**src/hdl/dtr_pkg.sv**
```systemverilog
// ----------------------------------------------------------------------------
// Drift time to radius: shared definitions
// Widths, segment codes, curve coefficients and precomputed segment end values.
// ----------------------------------------------------------------------------
package dtr_pkg;

    localparam int T_W        = 24;
    localparam int RAD_W      = 20;
    localparam int SEG_W      = 3;
    localparam int ACC_W      = 46;
    localparam int FRAC_SHIFT = 17;
    localparam int PROD_W     = ACC_W + FRAC_SHIFT + 1;
    localparam int N_STEPS    = 9;

    // edges from the accepting edge to the edge that takes the result
    localparam int DTR_LATENCY = 24;

    typedef enum logic [SEG_W-1:0] {
        SEG_RAMP  = 3'd0,
        SEG_POLY  = 3'd1,
        SEG_LINE1 = 3'd2,
        SEG_LINE2 = 3'd3,
        SEG_HOLD  = 3'd4
    } t_segment;

    typedef struct packed {
        logic                    valid;
        logic signed [T_W-1:0]   t;
        logic signed [ACC_W-1:0] acc;
    } t_horner_bus;

    // curve coefficient j scaled by 2^(30-3j), in 2^-30 mm
    localparam longint C_COEF [0:N_STEPS] = '{
        64'sd1510690322,
        -64'sd38745034195,
        64'sd375346587238,
        -64'sd1519908814848,
        64'sd3636959641600,
        -64'sd5562236928000,
        64'sd5507727360000,
        -64'sd3421532160000,
        64'sd1212569600000,
        -64'sd187004800000
    };

    // curve value at a time of num/25 of the polynomial unit, truncating steps
    function automatic longint f_poly_frac(input longint num);
        longint acc;
        acc = C_COEF[N_STEPS];
        for (int k = N_STEPS - 1; k >= 0; k--) begin
            acc = (acc * num) / 64'sd25 + C_COEF[k];
        end
        return acc;
    endfunction

    localparam longint V_AT02   = f_poly_frac(64'sd4);
    localparam longint V_AT09   = f_poly_frac(64'sd18);
    localparam longint V_426    = 64'sd4574140170;
    localparam longint V_482767 = 64'sd5183671191;
    localparam longint V_OFFSET = 64'sd18253611;
    localparam longint V_ROUND  = 64'sd8192 - V_OFFSET;

    localparam logic signed [RAD_W-1:0] RADIUS_FLOOR = RAD_W'(V_ROUND >>> 14);
    localparam logic signed [RAD_W-1:0] RADIUS_HOLD  = RAD_W'((V_482767 + V_ROUND) >>> 14);

endpackage

```
**src/hdl/dtr_horner_step.sv**
```systemverilog
// ----------------------------------------------------------------------------
// Drift time to radius: Horner step
// One polynomial step in two stages: multiply by the low 17 bits of the time,
// then truncate toward zero by 2^17 and add the coefficient.
// ----------------------------------------------------------------------------
module dtr_horner_step
    import dtr_pkg::*;
(
    input  logic                    i_clk,
    input  logic                    i_rst_n,
    input  logic signed [ACC_W-1:0] i_coef,
    input  t_horner_bus             i_bus,
    output t_horner_bus             o_bus
);

    localparam logic [PROD_W-1:0] TRUNC_BIAS = PROD_W'((64'sd1 <<< FRAC_SHIFT) - 64'sd1);

    logic                      r_valid_a;
    logic signed [T_W-1:0]     r_t_a;
    logic signed [PROD_W-1:0]  r_prod;
    logic signed [PROD_W-1:0]  n_prod;
    logic signed [FRAC_SHIFT:0] w_tfrac;
    logic signed [PROD_W-1:0]  w_biased;
    logic                      r_valid_b;
    logic signed [T_W-1:0]     r_t_b;
    logic signed [ACC_W-1:0]   r_acc_b;
    logic signed [ACC_W-1:0]   n_acc;

    assign w_tfrac = $signed({1'b0, i_bus.t[FRAC_SHIFT-1:0]});
    assign n_prod  = i_bus.acc * w_tfrac;

    always_comb begin
        w_biased = r_prod + (r_prod[PROD_W-1] ? TRUNC_BIAS : '0);
        n_acc    = $signed(w_biased[FRAC_SHIFT +: ACC_W]) + i_coef;
    end

    always_ff @(posedge i_clk) begin
        if (!i_rst_n) begin
            r_valid_a <= 1'b0;
            r_valid_b <= 1'b0;
        end else begin
            r_valid_a <= i_bus.valid;
            r_valid_b <= r_valid_a;
        end
    end

    always_ff @(posedge i_clk) begin
        r_t_a   <= i_bus.t;
        r_prod  <= n_prod;
        r_t_b   <= r_t_a;
        r_acc_b <= n_acc;
    end

    assign o_bus = '{valid: r_valid_b, t: r_t_b, acc: r_acc_b};

endmodule

```
**config.mk**
```make
export PLATFORM = sky130hd
export DESIGN_NAME = dtr_horner_step
export DESIGN_NICKNAME = d
export VERILOG_FILES = /design/src/hdl/dtr_pkg.sv /design/src/hdl/dtr_horner_step.sv
export SDC_FILE = /design/constraint.sdc
export NUM_CORES = 2
export LEC_CHECK = 0
export BUFFER_PORTS_ARGS = -buffer_cell sky130_fd_sc_hd__buf_2
export CAP_MARGIN = 20
export CORE_UTILIZATION = 60
export CTS_CLUSTER_SIZE = 40
export DETAILED_ROUTE_END_ITERATION = 12
export HOLD_SLACK_MARGIN = 0.05
export MAX_ROUTING_LAYER = met4
export PLACE_DENSITY = 0.84
export SYNTH_ARGS = -nofsm -noshare
export SYNTH_HDL_FRONTEND = slang
export SYNTH_SLANG_ARGS = --single-unit
```
**constraint.sdc**
```tcl
create_clock -name i_clk -period 16.6 [get_ports i_clk]
set_input_delay 1.66 -clock i_clk [delete_from_list [all_inputs] [get_ports i_clk]]
set_output_delay 1.66 -clock i_clk [all_outputs]
set_load 0.02 [all_outputs]
```
Word-level counts from Yosys, hierarchy flattened
Cells that the tools add are included.
Widths: inputs -> output; s select.
Storage, ports and cells
  input port bits: 119
  output and inout port bits: 71
  bits in registers: 160
  word-level logic and storage cells: 10
Cells by class
  mux-type cells: 1
  add/sub/neg operators: 2
  $mul: 1
Operators by type and width (number)
  $mul 46x18->64: 1
  $add 63x17->63: 1
  $add 46x46->46: 1
  $mux 17: 1

Depth between registers and ports, before layout
  word-level depth: 3
  gate-level depth with buffers: 26
  mapped depth without buffers: 24

Least setup slack after synthesis
OpenSTA, ideal clock, no wires.
  path type: input port to flip-flop
  start point: in i_bus[55] (netlist bit)
  end point: reg r_prod[58]
  library setup time: 0.062 ns
  required time: 16.538 ns
  path buffers: 3
  arrival: 7.808 ns
  setup slack: 8.730 ns
  stages: 24
  cells stage by stage: clkbuf_1 -> clkbuf_1 -> nand2_1 -> fa_1 -> inv_1 -> fa_1 -> fa_1 -> fa_1 -> fa_1 -> inv_1 -> fa_1 -> inv_1 -> ha_1 -> clkbuf_1 -> a21oi_1 -> o21a_1 -> a2bb2oi_1 -> o221ai_1 -> a211oi_1 -> a21oi_1 -> o211ai_1 -> a21oi_1 -> or4b_1 -> nand3_1
On the way
  longest elaborated chain between the ends: 1
Ends and longest elaborated chain
  start, declared: line dtr_horner_step.sv:12  | input t_horner_bus i_bus,
  $mul 46x18->64: line dtr_horner_step.sv:30  | assign n_prod = i_bus.acc * w_tfrac;
  named net n_prod[58]: line dtr_horner_step.sv:21  | logic signed [PROD_W-1:0] n_prod;
  end signal, assigned: line dtr_horner_step.sv:49  | r_prod <= n_prod;
  end, declared: line dtr_horner_step.sv:20  | logic signed [PROD_W-1:0] r_prod;
The timed path passes the listed nets, and every way through them passes these cells.
A chain may end at the register's enable or synchronous reset.

Final worst setup path
  start point: in i_bus[54] (netlist bit)
  end point: reg r_prod[58]
The elaborated chain is that of the path after synthesis.

==> impl_metrics.py <==
metrics = {
    "clock_tree": {
        "post_cts_resized": 0,
        "clk_latency_ns": 0.48,
        "root_buffer": "clkbuf_16",
        "numClockSinks": 160,
        "post_cts_buffers": 0,
        "clkTransAtPathRegs_ns": 0.08,
        "cts_tree": "built",
        "numCtsBuffers": 17,
        "hold_buffers": 0,
        "htreeDepth": 4,
        "clk_path_buf_depth": 2,
    },
    "route": {
        "remaining_drc_errors": 0,
        "ant_nets": 0,
        "wire_per_inst_um": 18.8,
        "finalWirelength_mm": 83.8,
        "drt-initial-drc-count": 2132,
        "drt-pass1-iter-count": 6,
        "viasPerCell": 5.67,
        "vias": 25300,
    },
    "global_routing": {
        "grt-ovfl-total": 0,
        "antenna_found_initial": 2,
        "grt_pass1_wl_mm": 140,
        "grt_use_total_pct": 33.0,
        "grt_max_degree": 48,
        "grt_pass1_vias": 27400,
    },
    "floorplanning": {
        "initial_utilization_pct": 61.1,
        "rows": 85,
        "coreArea_um2": 54200,
        "dieArea_um2": 56200,
        "die_x_um": 237,
        "io_pins": 190,
        "die_h_um": 237,
    },
    "sta": {
        "finalSetupViolations": 0,
        "hold_violations": 0,
        "tightest_slew_ns": 1.16,
        "finalSetupTns_ns": 0,
        "rsz0062_at_grt": "false",
        "timing.final.crit_share_pct": 53.9,
        "finalClockSkew_ns": 0.0124,
        "finalCriticalPeriod_ns": 8.95,
        "slew_headroom_pct": 22.5,
        "max_freq_mhz": 112,
        "finalMaxSlewViolations": 0,
    },
    "synthesis": {
        "synth_flop_cell": "dfxtp_1",
        "yosys.area.top_type": "fa_1",
        "netlist_area_um2": 33200,
        "synth.area.top_cells": "fa_1 (44%), dfxtp_1 (9.7%), inv_1 (9.6%), ha_1 (7.8%), and2_1 (6.9%)",
        "synth.net_count": 4740,
        "synth_seq_area_share_pct": 9.66,
        "synthDistinctLibCells": 73,
        "synth_seq_cells": 160,
        "synth_edf_count": 0,
        "async_flop_share_pct": 0,
        "syn_area_per_cell_um2": 9.01,
        "synth_cells": 3682,
        "synth_top_cell_area_share_pct": 44.2,
        "yosysWarnings": 0,
    },
    "finish": {
        "nets": 4810,
        "fillCellCount": 4414,
        "area_growth_syn_to_layout_pct": 5.86,
        "drive_above_1_share_pct": 6.56,
    },
    "job": {
        "cap_violations": 0,
    },
    "setup_path": {
        "worstPathArrival_ns": 9.37,
        "path_cells": "buf_2 > and2_1 > fa_1 > inv_1 > fa_1 > fa_1 > inv_1 > fa_1 > fa_1 > inv_1 > fa_1 > inv_1 > ha_1 > a21oi_1 > nor3b_1 > o221ai_1 > a211oi_1 > a21oi_1 > o211ai_1 > a21oi_1 > or4b_1 > nand3_1",
        "r2r_slack_ns": 10.15,
        "crit_fanout": 47,
        "slowest_stage": "buf_2",
        "crit_path_end_kind": "flop",
        "required_ns": 17.02,
        "crit_type": "primary input to flop",
        "cp_top_family": "adder cells",
        "worstSetupStartpointType": "primary input",
        "path_common_cell": "fa_1",
        "path_buf_inv": 5,
        "slowest_delay_ns": 0.85,
    },
    "run_status": {
        "run_status": "completed",
    },
    "worst_hold_path": {
        "min_path_type": "flop to flop",
    },
    "placed_design": {
        "gp_congestion": 1.00,
        "port_buffers": 189,
        "dp_hpwl_mm": 64.6,
    },
}
state kept, by name, summed over array words and instances (netlist names):
| register | cells |
|---|---|
| r_valid_b | 1 |
| r_valid_a | 1 |
| r_t_b | 24 |
| r_t_a | 24 |
| r_prod | 64 |
| r_acc_b | 46 |
final cells by class:
class | instances | area [um^2] | area share [%]
Antenna cell | 1 | 2.50 | 0.00713
Clock buffer | 17 | 425 | 1.21
Clock inverter | 15 | 191 | 0.545
Inverter | 845 | 3170 | 9.04
Multi-Input combinational cell | 2528 | 26200 | 74.7
Sequential cell | 160 | 3200 | 9.12
Tap cell | 696 | 871 | 2.48
Timing Repair Buffer | 200 | 1030 | 2.93
synth_stat cells, types with 3 or more instances:
cell and instances:
a211oi_1 14, a21boi_0 3, a21o_1 61, a21oi_1 114, a221o_1 3, a31oi_1 17
a41oi_1 4, and2_1 366, and3_1 24, and4_1 9, buf_2 3, clkbuf_1 144
dfxtp_1 160, fa_1 732, ha_1 207, inv_1 845, nand2_1 507, nand2b_1 8
nand3_1 34, nand4_1 29, nor2_1 64, nor2b_1 18, nor3_1 12, nor4_1 10
o2111ai_1 3, o211ai_1 10, o21a_1 9, o21ai_0 52, o21bai_1 13, o31ai_1 4
or3_1 5, xnor2_1 103, xor2_1 44
routing by layer:
layer / up-vias / global-route usage (%) / share of wire, %
li1: 11100 / - / -
met1: 12600 / 42.8 / 40
met2: 1399 / 51.1 / 46
met3: 208 / 7.55 / 11
met4: 0 / 11.5 / 3.6
met5: - / - / 0
kinds of logic (layout without fill, tap and decap cells):
family / count (synthesis) / count (layout) / synth area share (%)
AOI/OAI and AO/OA: 345 / 345 / 6.80
and+or+nand+nor: 1096 / 1096 / 16.3
muxes: 1 / 1 / 0.0302
buffers and inverters: 994 / 1077 / 11.3
xor gates and xnor gates: 147 / 147 / 3.88
other: 0 / 1 / 0
adders and majority gates: 939 / 939 / 52.0
DFF: 160 / 160 / 9.66
cells in the final DEF (no fill, tap or decap), types with 18 or more instances in the layout:
| cell | netlist | routed |
|---|---|---|
| inv_1 | 845 | 845 |
| fa_1 | 732 | 732 |
| nand2_1 | 507 | 507 |
| and2_1 | 366 | 366 |
| ha_1 | 207 | 207 |
| buf_2 | 3 | 189 |
| dfxtp_1 | 160 | 160 |
| a21oi_1 | 114 | 114 |
| xnor2_1 | 103 | 103 |
| nor2_1 | 64 | 64 |
| a21o_1 | 61 | 61 |
| o21ai_0 | 52 | 52 |
| xor2_1 | 44 | 44 |
| nand3_1 | 34 | 34 |
| nand4_1 | 29 | 29 |
| and3_1 | 24 | 24 |
| nor2b_1 | 18 | 18 |
worst paths after layout:
path | from | to | depth (start not counted)
min reg2reg | r_t_a[14] | r_t_b[14] | 0
max reg2reg | r_prod[63] | r_acc_b[45] | 20
min | r_t_a[14] | r_t_b[14] | 0
max | i_bus[54] | r_prod[58] | 22
worst reg2reg max path, stage by stage, from the launching register on:
cell and delay (ns):
dfxtp_1 0.99, ha_1 0.43, a31o_1 0.21, a211oi_1 0.31, o211ai_1 0.17, a221o_1 0.39
nand4_1 0.41, inv_1 0.20, nand2_1 0.13, xnor2_1 0.12, ha_1 0.33, nand2_1 0.14
nor2_1 0.07, a31oi_1 0.16, nand3_1 0.19, a221oi_2 0.46, o211ai_1 0.28, a31oi_1 0.45
a31oi_1 0.28, or4_1 0.46, and3_1 0.16
metrics by stage:
step,instance area [um^2],setup slack [ns],utilization (%),cells,hold slack (ns)
6_report,35100,7.65,64.7,4462,0.326
5_1_grt,35100,7.52,64.7,4462,0.333
4_1_cts,35100,7.84,64.7,4461,0.329
3_5_place_dp,34500,7.35,63.6,4429,0.312
3_3_place_gp,34500,7.55,63.6,4429,0.310
2_1_floorplan,33200,8.73,-,3682,0.310
Power is not shown: default switching activity piles up to over one toggle a cycle in this logic, so the estimate is an artifact.
