$ cat config.mk
export PLATFORM = sky130hd
export DESIGN_NAME = dtr_line_unit
export DESIGN_NICKNAME = d
export VERILOG_FILES = /design/src/hdl/dtr_pkg.sv /design/src/hdl/dtr_line_unit.sv
export SDC_FILE = /design/constraint.sdc
export NUM_CORES = 2
export LEC_CHECK = 0
export BUFFER_PORTS_ARGS = -buffer_cell sky130_fd_sc_hd__buf_2
export CORE_MARGIN = 2
export CORE_UTILIZATION = 67
export DETAILED_ROUTE_END_ITERATION = 7
export HOLD_SLACK_MARGIN = 0.12
export PLACE_DENSITY = 0.82
export SLEW_MARGIN = 10
export SYNTH_ARGS = -nofsm -noshare
export SYNTH_HDL_FRONTEND = slang
export SYNTH_SLANG_ARGS = --single-unit
$ cat constraint.sdc
create_clock -name i_clk -period 10.7 [get_ports i_clk]
set_input_delay 1.605 -clock i_clk [delete_from_list [all_inputs] [get_ports i_clk]]
set_output_delay 1.605 -clock i_clk [all_outputs]
set_load 0.005 [all_outputs]
$ cat src/hdl/dtr_pkg.sv
// ----------------------------------------------------------------------------
// Drift time to radius: shared definitions
// Widths, segment codes, curve coefficients and precomputed segment end values.
// ----------------------------------------------------------------------------
package dtr_pkg;

    localparam int T_W        = 24;
    localparam int RAD_W      = 20;
    localparam int SEG_W      = 3;
    localparam int ACC_W      = 46;
    localparam int FRAC_SHIFT = 17;
    localparam int PROD_W     = ACC_W + FRAC_SHIFT + 1;
    localparam int N_STEPS    = 9;

    // edges from the accepting edge to the edge that takes the result
    localparam int DTR_LATENCY = 24;

    typedef enum logic [SEG_W-1:0] {
        SEG_RAMP  = 3'd0,
        SEG_POLY  = 3'd1,
        SEG_LINE1 = 3'd2,
        SEG_LINE2 = 3'd3,
        SEG_HOLD  = 3'd4
    } t_segment;

    typedef struct packed {
        logic                    valid;
        logic signed [T_W-1:0]   t;
        logic signed [ACC_W-1:0] acc;
    } t_horner_bus;

    // curve coefficient j scaled by 2^(30-3j), in 2^-30 mm
    localparam longint C_COEF [0:N_STEPS] = '{
        64'sd1510690322,
        -64'sd38745034195,
        64'sd375346587238,
        -64'sd1519908814848,
        64'sd3636959641600,
        -64'sd5562236928000,
        64'sd5507727360000,
        -64'sd3421532160000,
        64'sd1212569600000,
        -64'sd187004800000
    };

    // curve value at a time of num/25 of the polynomial unit, truncating steps
    function automatic longint f_poly_frac(input longint num);
        longint acc;
        acc = C_COEF[N_STEPS];
        for (int k = N_STEPS - 1; k >= 0; k--) begin
            acc = (acc * num) / 64'sd25 + C_COEF[k];
        end
        return acc;
    endfunction

    localparam longint V_AT02   = f_poly_frac(64'sd4);
    localparam longint V_AT09   = f_poly_frac(64'sd18);
    localparam longint V_426    = 64'sd4574140170;
    localparam longint V_482767 = 64'sd5183671191;
    localparam longint V_OFFSET = 64'sd18253611;
    localparam longint V_ROUND  = 64'sd8192 - V_OFFSET;

    localparam logic signed [RAD_W-1:0] RADIUS_FLOOR = RAD_W'(V_ROUND >>> 14);
    localparam logic signed [RAD_W-1:0] RADIUS_HOLD  = RAD_W'((V_482767 + V_ROUND) >>> 14);

endpackage

$ cat src/hdl/dtr_line_unit.sv
// ----------------------------------------------------------------------------
// Drift time to radius: segment select and line interpolation
// Picks the segment, interpolates the ramp and the two lines by a constant
// gain and a reciprocal divide, applies the offset and rounds to 2^-16 mm.
// ----------------------------------------------------------------------------
module dtr_line_unit
    import dtr_pkg::*;
(
    input  logic                    i_clk,
    input  logic                    i_rst_n,
    input  t_horner_bus             i_bus,
    output logic                    o_strobe,
    output logic signed [RAD_W-1:0] o_radius,
    output logic [SEG_W-1:0]        o_segment
);

    localparam int W32         = 32;
    localparam int M_W         = 20;
    localparam int K_W         = 33;
    localparam int P_W         = K_W + M_W;
    localparam int A_W         = 34;
    localparam int R_W         = 33;
    localparam int Q_W         = A_W + R_W;
    localparam int RECIP_SHIFT = 35;
    localparam int QE_W        = Q_W - RECIP_SHIFT;
    localparam int REM_W       = 6;
    localparam int D_W         = 4;
    localparam int SUM_W       = ACC_W + 1;
    localparam int RAD_LSB     = 14;
    localparam int SHIFT_RAMP  = 16;
    localparam int SHIFT_LINE  = 17;

    localparam logic signed [T_W-1:0] T_RAMP_END  = T_W'(20971);
    localparam logic signed [T_W-1:0] T_POLY_END  = T_W'(94371);
    localparam logic signed [T_W-1:0] T_LINE1_END = T_W'(120586);
    localparam logic signed [T_W-1:0] T_LINE2_END = T_W'(157286);

    localparam logic signed [W32-1:0] RAMP_SLOPE   = 32'sd125;
    localparam logic signed [W32-1:0] LINE_SLOPE   = 32'sd25;
    localparam logic signed [W32-1:0] M_RAMP_OFS   = 32'sd2031616;
    localparam logic signed [W32-1:0] M_LINE1_OFS  = 32'sd2359296;
    localparam logic signed [W32-1:0] M_LINE2_OFS  = 32'sd3014656;

    localparam longint DIV_RAMP  = 64'sd9;
    localparam longint DIV_LINE1 = 64'sd5;
    localparam longint DIV_LINE2 = 64'sd7;

    localparam logic [K_W-1:0] K_RAMP  = K_W'(V_AT02);
    localparam logic [K_W-1:0] K_LINE1 = K_W'(V_426 - V_AT09);
    localparam logic [K_W-1:0] K_LINE2 = K_W'(V_482767 - V_426);

    localparam logic [R_W-1:0] R_RAMP  = R_W'((64'sd1 <<< RECIP_SHIFT) / DIV_RAMP);
    localparam logic [R_W-1:0] R_LINE1 = R_W'((64'sd1 <<< RECIP_SHIFT) / DIV_LINE1);
    localparam logic [R_W-1:0] R_LINE2 = R_W'((64'sd1 <<< RECIP_SHIFT) / DIV_LINE2);

    localparam logic signed [SUM_W-1:0] B_LINE1 = SUM_W'(V_AT09);
    localparam logic signed [SUM_W-1:0] B_LINE2 = SUM_W'(V_426);
    localparam logic signed [SUM_W-1:0] B_HOLD  = SUM_W'(V_482767);
    localparam logic signed [SUM_W-1:0] B_ROUND = SUM_W'(V_ROUND);

    function automatic logic [D_W-1:0] f_divisor(input t_segment seg);
        case (seg)
            SEG_RAMP:  return D_W'(DIV_RAMP);
            SEG_LINE1: return D_W'(DIV_LINE1);
            SEG_LINE2: return D_W'(DIV_LINE2);
            default:   return D_W'(1);
        endcase
    endfunction

    function automatic logic [K_W-1:0] f_gain(input t_segment seg);
        case (seg)
            SEG_RAMP:  return K_RAMP;
            SEG_LINE1: return K_LINE1;
            SEG_LINE2: return K_LINE2;
            default:   return '0;
        endcase
    endfunction

    function automatic logic [R_W-1:0] f_recip(input t_segment seg);
        case (seg)
            SEG_RAMP:  return R_RAMP;
            SEG_LINE1: return R_LINE1;
            SEG_LINE2: return R_LINE2;
            default:   return '0;
        endcase
    endfunction

    // stage 1: classify
    logic signed [W32-1:0]   w_t32;
    logic signed [W32-1:0]   w_m_ramp;
    logic signed [W32-1:0]   w_m_line1;
    logic signed [W32-1:0]   w_m_line2;
    t_segment                n_seg1;
    logic [M_W-1:0]          n_m1;
    logic                    r_valid1;
    t_segment                r_seg1;
    logic [M_W-1:0]          r_m1;
    logic signed [ACC_W-1:0] r_acc1;

    // stage 2: gain product
    logic [P_W-1:0]          n_prod2;
    logic                    r_valid2;
    t_segment                r_seg2;
    logic [P_W-1:0]          r_prod2;
    logic signed [ACC_W-1:0] r_acc2;

    // stage 3: reciprocal product
    logic [A_W-1:0]          w_a;
    logic [Q_W-1:0]          n_q3;
    logic                    r_valid3;
    t_segment                r_seg3;
    logic [A_W-1:0]          r_a3;
    logic [Q_W-1:0]          r_q3;
    logic signed [ACC_W-1:0] r_acc3;

    // stage 4: quotient estimate and remainder
    logic [QE_W-1:0]         w_qest;
    logic [REM_W-1:0]        n_rem4;
    logic                    r_valid4;
    t_segment                r_seg4;
    logic [QE_W-1:0]         r_qest4;
    logic [REM_W-1:0]        r_rem4;
    logic signed [ACC_W-1:0] r_acc4;

    // stage 5: sum and round
    logic [QE_W:0]           w_q;
    logic signed [SUM_W-1:0] w_base;
    logic signed [SUM_W-1:0] w_sum;
    logic                    r_strobe;
    logic signed [RAD_W-1:0] r_radius;
    logic [SEG_W-1:0]        r_segment;

    always_comb begin
        w_t32     = W32'(i_bus.t);
        w_m_ramp  = RAMP_SLOPE * w_t32 - M_RAMP_OFS;
        w_m_line1 = LINE_SLOPE * w_t32 - M_LINE1_OFS;
        w_m_line2 = LINE_SLOPE * w_t32 - M_LINE2_OFS;
        if (i_bus.t <= T_RAMP_END) begin
            n_seg1 = SEG_RAMP;
        end else if (i_bus.t <= T_POLY_END) begin
            n_seg1 = SEG_POLY;
        end else if (i_bus.t <= T_LINE1_END) begin
            n_seg1 = SEG_LINE1;
        end else if (i_bus.t <= T_LINE2_END) begin
            n_seg1 = SEG_LINE2;
        end else begin
            n_seg1 = SEG_HOLD;
        end
        case (n_seg1)
            SEG_RAMP:  n_m1 = (w_m_ramp > 0) ? w_m_ramp[M_W-1:0] : '0;
            SEG_LINE1: n_m1 = w_m_line1[M_W-1:0];
            SEG_LINE2: n_m1 = w_m_line2[M_W-1:0];
            default:   n_m1 = '0;
        endcase
    end

    assign n_prod2 = f_gain(r_seg1) * r_m1;

    always_comb begin
        if (r_seg2 == SEG_RAMP) begin
            w_a = A_W'(r_prod2 >> SHIFT_RAMP);
        end else begin
            w_a = A_W'(r_prod2 >> SHIFT_LINE);
        end
        n_q3 = w_a * f_recip(r_seg2);
    end

    always_comb begin
        w_qest = r_q3[RECIP_SHIFT +: QE_W];
        n_rem4 = r_a3[REM_W-1:0] - REM_W'(f_divisor(r_seg3) * w_qest[REM_W-1:0]);
    end

    always_comb begin
        w_q = {1'b0, r_qest4} + (QE_W+1)'(r_rem4 >= REM_W'(f_divisor(r_seg4)));
        case (r_seg4)
            SEG_POLY:  w_base = SUM_W'(r_acc4);
            SEG_LINE1: w_base = B_LINE1;
            SEG_LINE2: w_base = B_LINE2;
            SEG_HOLD:  w_base = B_HOLD;
            default:   w_base = '0;
        endcase
        w_sum = w_base + SUM_W'(w_q) + B_ROUND;
    end

    always_ff @(posedge i_clk) begin
        if (!i_rst_n) begin
            r_valid1 <= 1'b0;
            r_valid2 <= 1'b0;
            r_valid3 <= 1'b0;
            r_valid4 <= 1'b0;
            r_strobe <= 1'b0;
        end else begin
            r_valid1 <= i_bus.valid;
            r_valid2 <= r_valid1;
            r_valid3 <= r_valid2;
            r_valid4 <= r_valid3;
            r_strobe <= r_valid4;
        end
    end

    always_ff @(posedge i_clk) begin
        r_seg1    <= n_seg1;
        r_m1      <= n_m1;
        r_acc1    <= i_bus.acc;
        r_seg2    <= r_seg1;
        r_prod2   <= n_prod2;
        r_acc2    <= r_acc1;
        r_seg3    <= r_seg2;
        r_a3      <= w_a;
        r_q3      <= n_q3;
        r_acc3    <= r_acc2;
        r_seg4    <= r_seg3;
        r_qest4   <= w_qest;
        r_rem4    <= n_rem4;
        r_acc4    <= r_acc3;
        r_radius  <= w_sum[RAD_LSB +: RAD_W];
        r_segment <= r_seg4;
    end

    assign o_strobe  = r_strobe;
    assign o_radius  = r_radius;
    assign o_segment = r_segment;

endmodule

# ---- Yosys cells after proc, flatten, opt, wreduce, memory -nomap -nowiden
# Index checks and enable logic that the tools add are counted.
dict set report totals {
  ff_bits 357
  in_bits 73
  output_inout_bits 24
  elab_cells 68
}
dict set report op_classes {
  add_sub_neg 7
  multipliers 5
  magnitude_cmp 6
  n_eq_ne 12
  mux 12
  n_reduce_logical 5
}
# cell n
set ops {}
lappend ops {{$pmux W34 S4} 1}
lappend ops {{$pmux W33 S3} 1}
lappend ops {{$pmux W30 S3} 1}
lappend ops {{$mul A34 B33 Y67} 1}
lappend ops {{$pmux W20 S3} 1}
lappend ops {{$mul A30 B20 Y50} 1}
lappend ops {{$le A24 B18 Y1 const B} 2}
lappend ops {{$add A34 B33 Y34} 1}
lappend ops {{$add A34 B34 Y34 const B} 1}
lappend ops {{$mux W34} 1}
lappend ops {{$add A32 B1 Y33} 1}
lappend ops {{$gt A32 B1 Y1 const B} 1}
lappend ops {{$mul A8 B24 Y32 const A} 1}
lappend ops {{$sub A32 B22 Y32 const B} 1}
lappend ops {{$eq A3 B2 Y1 const B} 10}
lappend ops {{$le A24 B16 Y1 const B} 1}
lappend ops {{$le A24 B19 Y1 const B} 1}
lappend ops {{$mul A6 B24 Y20 const A} 1}
lappend ops {{$pmux W4 S3} 2}
lappend ops {{$mux W20} 1}
lappend ops {{$sub A20 B18 Y20 const B} 1}
lappend ops {{$sub A20 B20 Y20 const B} 1}
lappend ops {{$logic_not A3 Y1} 5}
lappend ops {{$mux W3} 4}
lappend ops {{other kinds (5)} 5}

# ---- Longest topological paths before layout
dict set report logic_depth {
  ltp_word 7
  ltp_mapped 34
  depth_no_buf 32
}

# ---- Least setup slack after synthesis
# No wires, ideal clock.
dict set report synth_timing {
  path_type {register to register}
  startpoint {register r_seg2[1]}
  endpoint {register r_q3[60]}
  setup_ps 60
  t_arrival_ps 8370
  required_ps 10640
  slack_ps 2270
  path_stages_with_launch 29
  n_path_buf 3
  synth_period_minus_slack_ps 8430
  path_cell_list {dfxtp_1 -> clkbuf_1 -> clkbuf_1 -> clkbuf_1 -> mux2i_1 -> nor2_1 -> fa_1 -> inv_1 -> fa_1 -> inv_1 -> fa_1 -> inv_1 -> fa_1 -> inv_1 -> fa_1 -> fa_1 -> fa_1 -> fa_1 -> ha_1 -> a21o_1 -> a21o_1 -> a221o_1 -> a31oi_2 -> nor4b_4 -> o31ai_4 -> o31a_2 -> a21oi_4 -> o21ba_4 -> o221a_1}
}
dict set report synth_via {
  elab_chain_len 3
  elab_cells_between_ends 6
  classes_between {1 x mul; 2 x eq/ne; 2 x mux; 1 x reduce/logical}
}
# item line_no
set synth_rtl {}
lappend synth_rtl {{start: declaration} dtr_line_unit.sv:103} ;# t_segment r_seg2;
lappend synth_rtl {{start signal: assignment} dtr_line_unit.sv:205} ;# r_seg2 <= r_seg1;
lappend synth_rtl {{$eq A3 B2 Y1 or $logic_not A3 Y1 (tied branches)} {dtr_line_unit.sv:80, dtr_line_unit.sv:160}}
lappend synth_rtl {{$pmux W33 S3 or $mux W34 (tied branches)} {dtr_line_unit.sv:80, dtr_line_unit.sv:160}}
lappend synth_rtl {{$mul A34 B33 Y67 (*)} dtr_line_unit.sv:165} ;# n_q3 = w_a * f_recip(r_seg2);
lappend synth_rtl {{net n_q3[60]} dtr_line_unit.sv:109} ;# logic [Q_W-1:0] n_q3;
lappend synth_rtl {{end signal: assignment} dtr_line_unit.sv:210} ;# r_q3 <= n_q3;
lappend synth_rtl {{end: declaration} dtr_line_unit.sv:113} ;# logic [Q_W-1:0] r_q3;
# Mark *: on every way through the listed nets, which the timed path passes. The rest lies on a longest branch.
# A chain may end at the register's enable or synchronous reset.

# ---- Final worst setup path
dict set report layout_timing {
  startpoint {register r_seg2[2]}
  endpoint {register r_q3[60]}
}
# The elaborated chain is that of the path after synthesis.

==> summary by stage <==
Run status
The run finished with clean final reports.

Floorplanning
The area of the core is 78,900 µm². Once the floorplan was initialized, standard cells occupied between 60% and 70% of the core. During I/O placement, the number of pins put on the boundary was 97.

The number of rows in the core area is a little over 100. The floorplan step set the die height to approximately 290 µm. The x dimension of the die is 286 µm.

The area enclosed by the die boundary is slightly above 80,000 µm².

Worst setup path
The startpoint of the worst setup timing path is r_seg2[2]$_DFF_P_. The terminus of the critical flop-to-flop path is r_q3[60]$_DFF_P_. The family with the most delay on the worst path is adder cells. The capturing instance or port of the critical path is r_q3[60]$_DFF_P_. The setup slack of the worst register-to-register path is between 0.8 and 0.9 ns. The critical-path cell with the highest stage delay is sky130_fd_sc_hd__fa_1. The total stage count of the critical path is 29. The type of the setup path with the least slack is register to register.

The worst setup path is launched from a register. Along the worst path, the maximum fanout reaches 13. The number of buffers and inverters on the critical path is 3. In this run the critical register-to-register path is launched from r_seg2[2]$_DFF_P_. The most frequent cell on the critical path is sky130_fd_sc_hd__fa_1.

The endpoint class of the critical path is a register. At the worst endpoint, the arrival time is 10.34 ns. Measured in cells, the most critical reg-to-reg path has a length of 29. For this run, the slowest stage of the critical path takes 0.67 ns. Data on the critical path is required at its endpoint by 11.15 ns.

Clock tree
The number of clock buffers added by TritonCTS is 34. The clock tree synthesis step divided the H-tree into 2 levels. The clock tree from TritonCTS is done. The root buffer cell is sky130_fd_sc_hd__clkbuf_16.

The post-CTS repair timing setup buffer count is 0. The number of gates resized after CTS is 0. Counting along the longest clock path gives a buffer depth of 3. The CTS sink count is a little over 300. The cts-stage hold buffer count is 0.

The clock-pin slew reported for the worst setup and hold paths after clock tree synthesis is ~0.07 ns. The clock reaches the later pin of the worst-skew pair after 0.58 ns.

Layout
Across the whole layout, storage elements account for ~6100 µm². The count of fill cells added during filler insertion is approximately 5,900. The fraction of layout instances using a drive strength above 1 is about 4.4%. Compared with the post-synthesis result, the final layout area differs by 5.39%.

The area of the multi-input gates is ~41,000 µm². The layout net count is 7,289.

Logic synthesis
Of the post-synthesis cell area, the dominant cell type holds a little over two fifths. The gate count after technology mapping is 5,226. By instance count, the leading cell after synthesis is sky130_fd_sc_hd__inv_1.

Counting flops and latches in the post-synthesis netlist gives between 300 and 400. Of all flip-flops after synthesis, the portion carrying an async set or reset was 0%. The fraction of the yosys area taken by sequential cells is around 11%.

By area the synthesized netlist is led by sky130_fd_sc_hd__fa_1 44%, sky130_fd_sc_hd__ha_1 17%, sky130_fd_sc_hd__dfxtp_1 11%. In the synthesized netlist the dominant register cell turns out to be sky130_fd_sc_hd__dfxtp_1. The largest total area in the synthesized netlist belongs to sky130_fd_sc_hd__fa_1. The post-synthesis average cell area is roughly 10 µm².

The synthesized netlist occupies a cell area of 53,300 µm². After synthesis, the most frequently instantiated cells are 1,488 x sky130_fd_sc_hd__inv_1, 1,166 x sky130_fd_sc_hd__fa_1, 739 x sky130_fd_sc_hd__ha_1. The total number of yosys warnings is 0. The number of enable flip-flop cells after synthesis is 0. The count of unique library cells instantiated by Yosys is 86.

STA
The maximum clock rate is a little over 100 MHz. The max-slew violation total from the final report is 0. Setup violations remaining at the end of the flow were counted as 0. The ratio of final minimum period to clock period is between 90% and 100%. In this run the tightest slew margin relative to its limit is between 10 and 15%. The final setup skew is ~0.035 ns.

After routing, the total negative slack on setup checks comes to 0 ns. The actual transition at the worst max-transition pin is 1.27 ns. The setup slack of the critical path after layout is about 0.8 ns. The final hold violation count was 0. Setup repair after global routing left no endpoint under its margin.

Subtracting the final worst setup slack from the clock period gives 9.89 ns.

Place
The quantity of I/O buffers inserted on ports is 84. The detailed-placement wirelength estimate is ~130,000 µm. The minimum setup slack after placement is approximately 0.96 ns. The global placement routability congestion is roughly 1.0.

Hold path
The worst min-delay path class is register to register.

Global route
Entering global routing, the biggest net connects 62 pins. Global routing consumed, over all layers together, roughly 36% of the routing resources. The first global-routing pass estimated 221,000 µm of wire. The total overflow left after global routing is 0. The number of global-route vias before repair is a little under 40,000.

The initial antenna violation count is 0.

Routing
Dividing the detail-routed via count by the number of cells gives 5.69. The DRC violation count after routing is 0. For this block, the initial DRC count from the detailed router was between 2,000 and 3,000. The routed length per instance is approximately 22 µm.

In this run the remaining antenna-violating nets after routing total 0. The detailed-routing iteration count for the pre-antenna-repair pass is 6. The detailed-route wire length is approximately 140,000 µm. The final route contains 36,300 vias.

Run
Max-cap violations in this run came to 0.
## metal layers
layer	up-vias	part of all wire [%]	track usage (%)
met2	1487	48	59.7
met1	18300	38	45.7
met4	0	6.0	17.8
li1	16100	-	-
met5	-	0	0
met3	425	7.5	5.52
## registers in the layout (all words and copies together) (netlist names), 20 cells and up
name / flops
r_m1: 20
r_acc3: 34
r_acc1: 34
r_acc4: 34
r_q3: 32
r_prod2: 34
r_acc2: 34
r_qest4: 32
o_radius: 20
## logic make-up (layout without fill, tap and decap cells)
group                    count (synthesis)  in the layout  share of synthesized area [%]
other                                    2              9                         0.0141
AND/OR/NAND/NOR                        757            757                           7.04
multiplexers                            30             30                          0.585
buffers and inverters                 1558           1662                           11.0
AO/OA/AOI/OAI                          533            533                           6.52
flip-flops                             306            306                           11.5
adder cells (fa/ha/maj)               1905           1905                           61.1
XOR/XNOR                               135            135                           2.22
## layout by cell type, fill, tap and decap left out, types with 36 or more instances in the layout
cell                         n
sky130_fd_sc_hd__a21o_1     95
sky130_fd_sc_hd__a21oi_1   167
sky130_fd_sc_hd__and2_1     70
sky130_fd_sc_hd__and3_1     94
sky130_fd_sc_hd__buf_2      84
sky130_fd_sc_hd__dfxtp_1   304
sky130_fd_sc_hd__fa_1     1166
sky130_fd_sc_hd__ha_1      739
sky130_fd_sc_hd__inv_1    1488
sky130_fd_sc_hd__nand2_1   247
sky130_fd_sc_hd__nand3_1    36
sky130_fd_sc_hd__nor2_1    139
sky130_fd_sc_hd__o21ai_0    97
sky130_fd_sc_hd__xnor2_1    77
sky130_fd_sc_hd__xor2_1     58
## stage by stage
step	instances	utilization (%)	area [µm²]	hold WS (ns)
final	6387	71.2	56200	0.300
after global routing	6386	71.2	56200	0.318
after CTS	6386	71.2	56200	0.308
after detailed placement	6325	69.8	55000	0.312
after global placement	6325	69.8	55000	0.310
after floorplan	5232	-	53300	0.310
## worst min path at each step
stage / from / to / cells past startpoint
6_report: r_q3[45]$_DFF_P_ / r_qest4[10]$_DFF_P_ / 0
3_3_place_gp: r_q3[43]$_DFF_P_ / r_qest4[8]$_DFF_P_ / 0
2_1_floorplan: r_acc1[0]$_DFF_P_ / r_acc2[0]$_DFF_P_ / 0
3_5_place_dp: r_q3[46]$_DFF_P_ / r_qest4[11]$_DFF_P_ / 0
4_1_cts: r_q3[45]$_DFF_P_ / r_qest4[10]$_DFF_P_ / 0
5_1_grt: r_q3[46]$_DFF_P_ / r_qest4[11]$_DFF_P_ / 0
## layout make-up
type	instances	area share [%]
Multi-Input combinational cell	3368	73.6
Antenna cell	1	0.00446
Inverter	1489	9.95
Clock inverter	15	0.399
Timing Repair Buffer	112	1.12
Sequential cell	306	10.9
Tap cell	1050	2.34
Clock buffer	46	1.65
## worst reg2reg max path, delay by kind of cell (launching register included)
kind	cells	cell delay [ns]
AOI/OAI and AO/OA	9	2.57
adders and majority gates	9	4.09
buffers and inverters	3	0.18
DFF	1	0.50
and+or+nand+nor	8	2.45
Power is not shown: default switching activity piles up to over one toggle a cycle in this logic, so the estimate is an artifact.
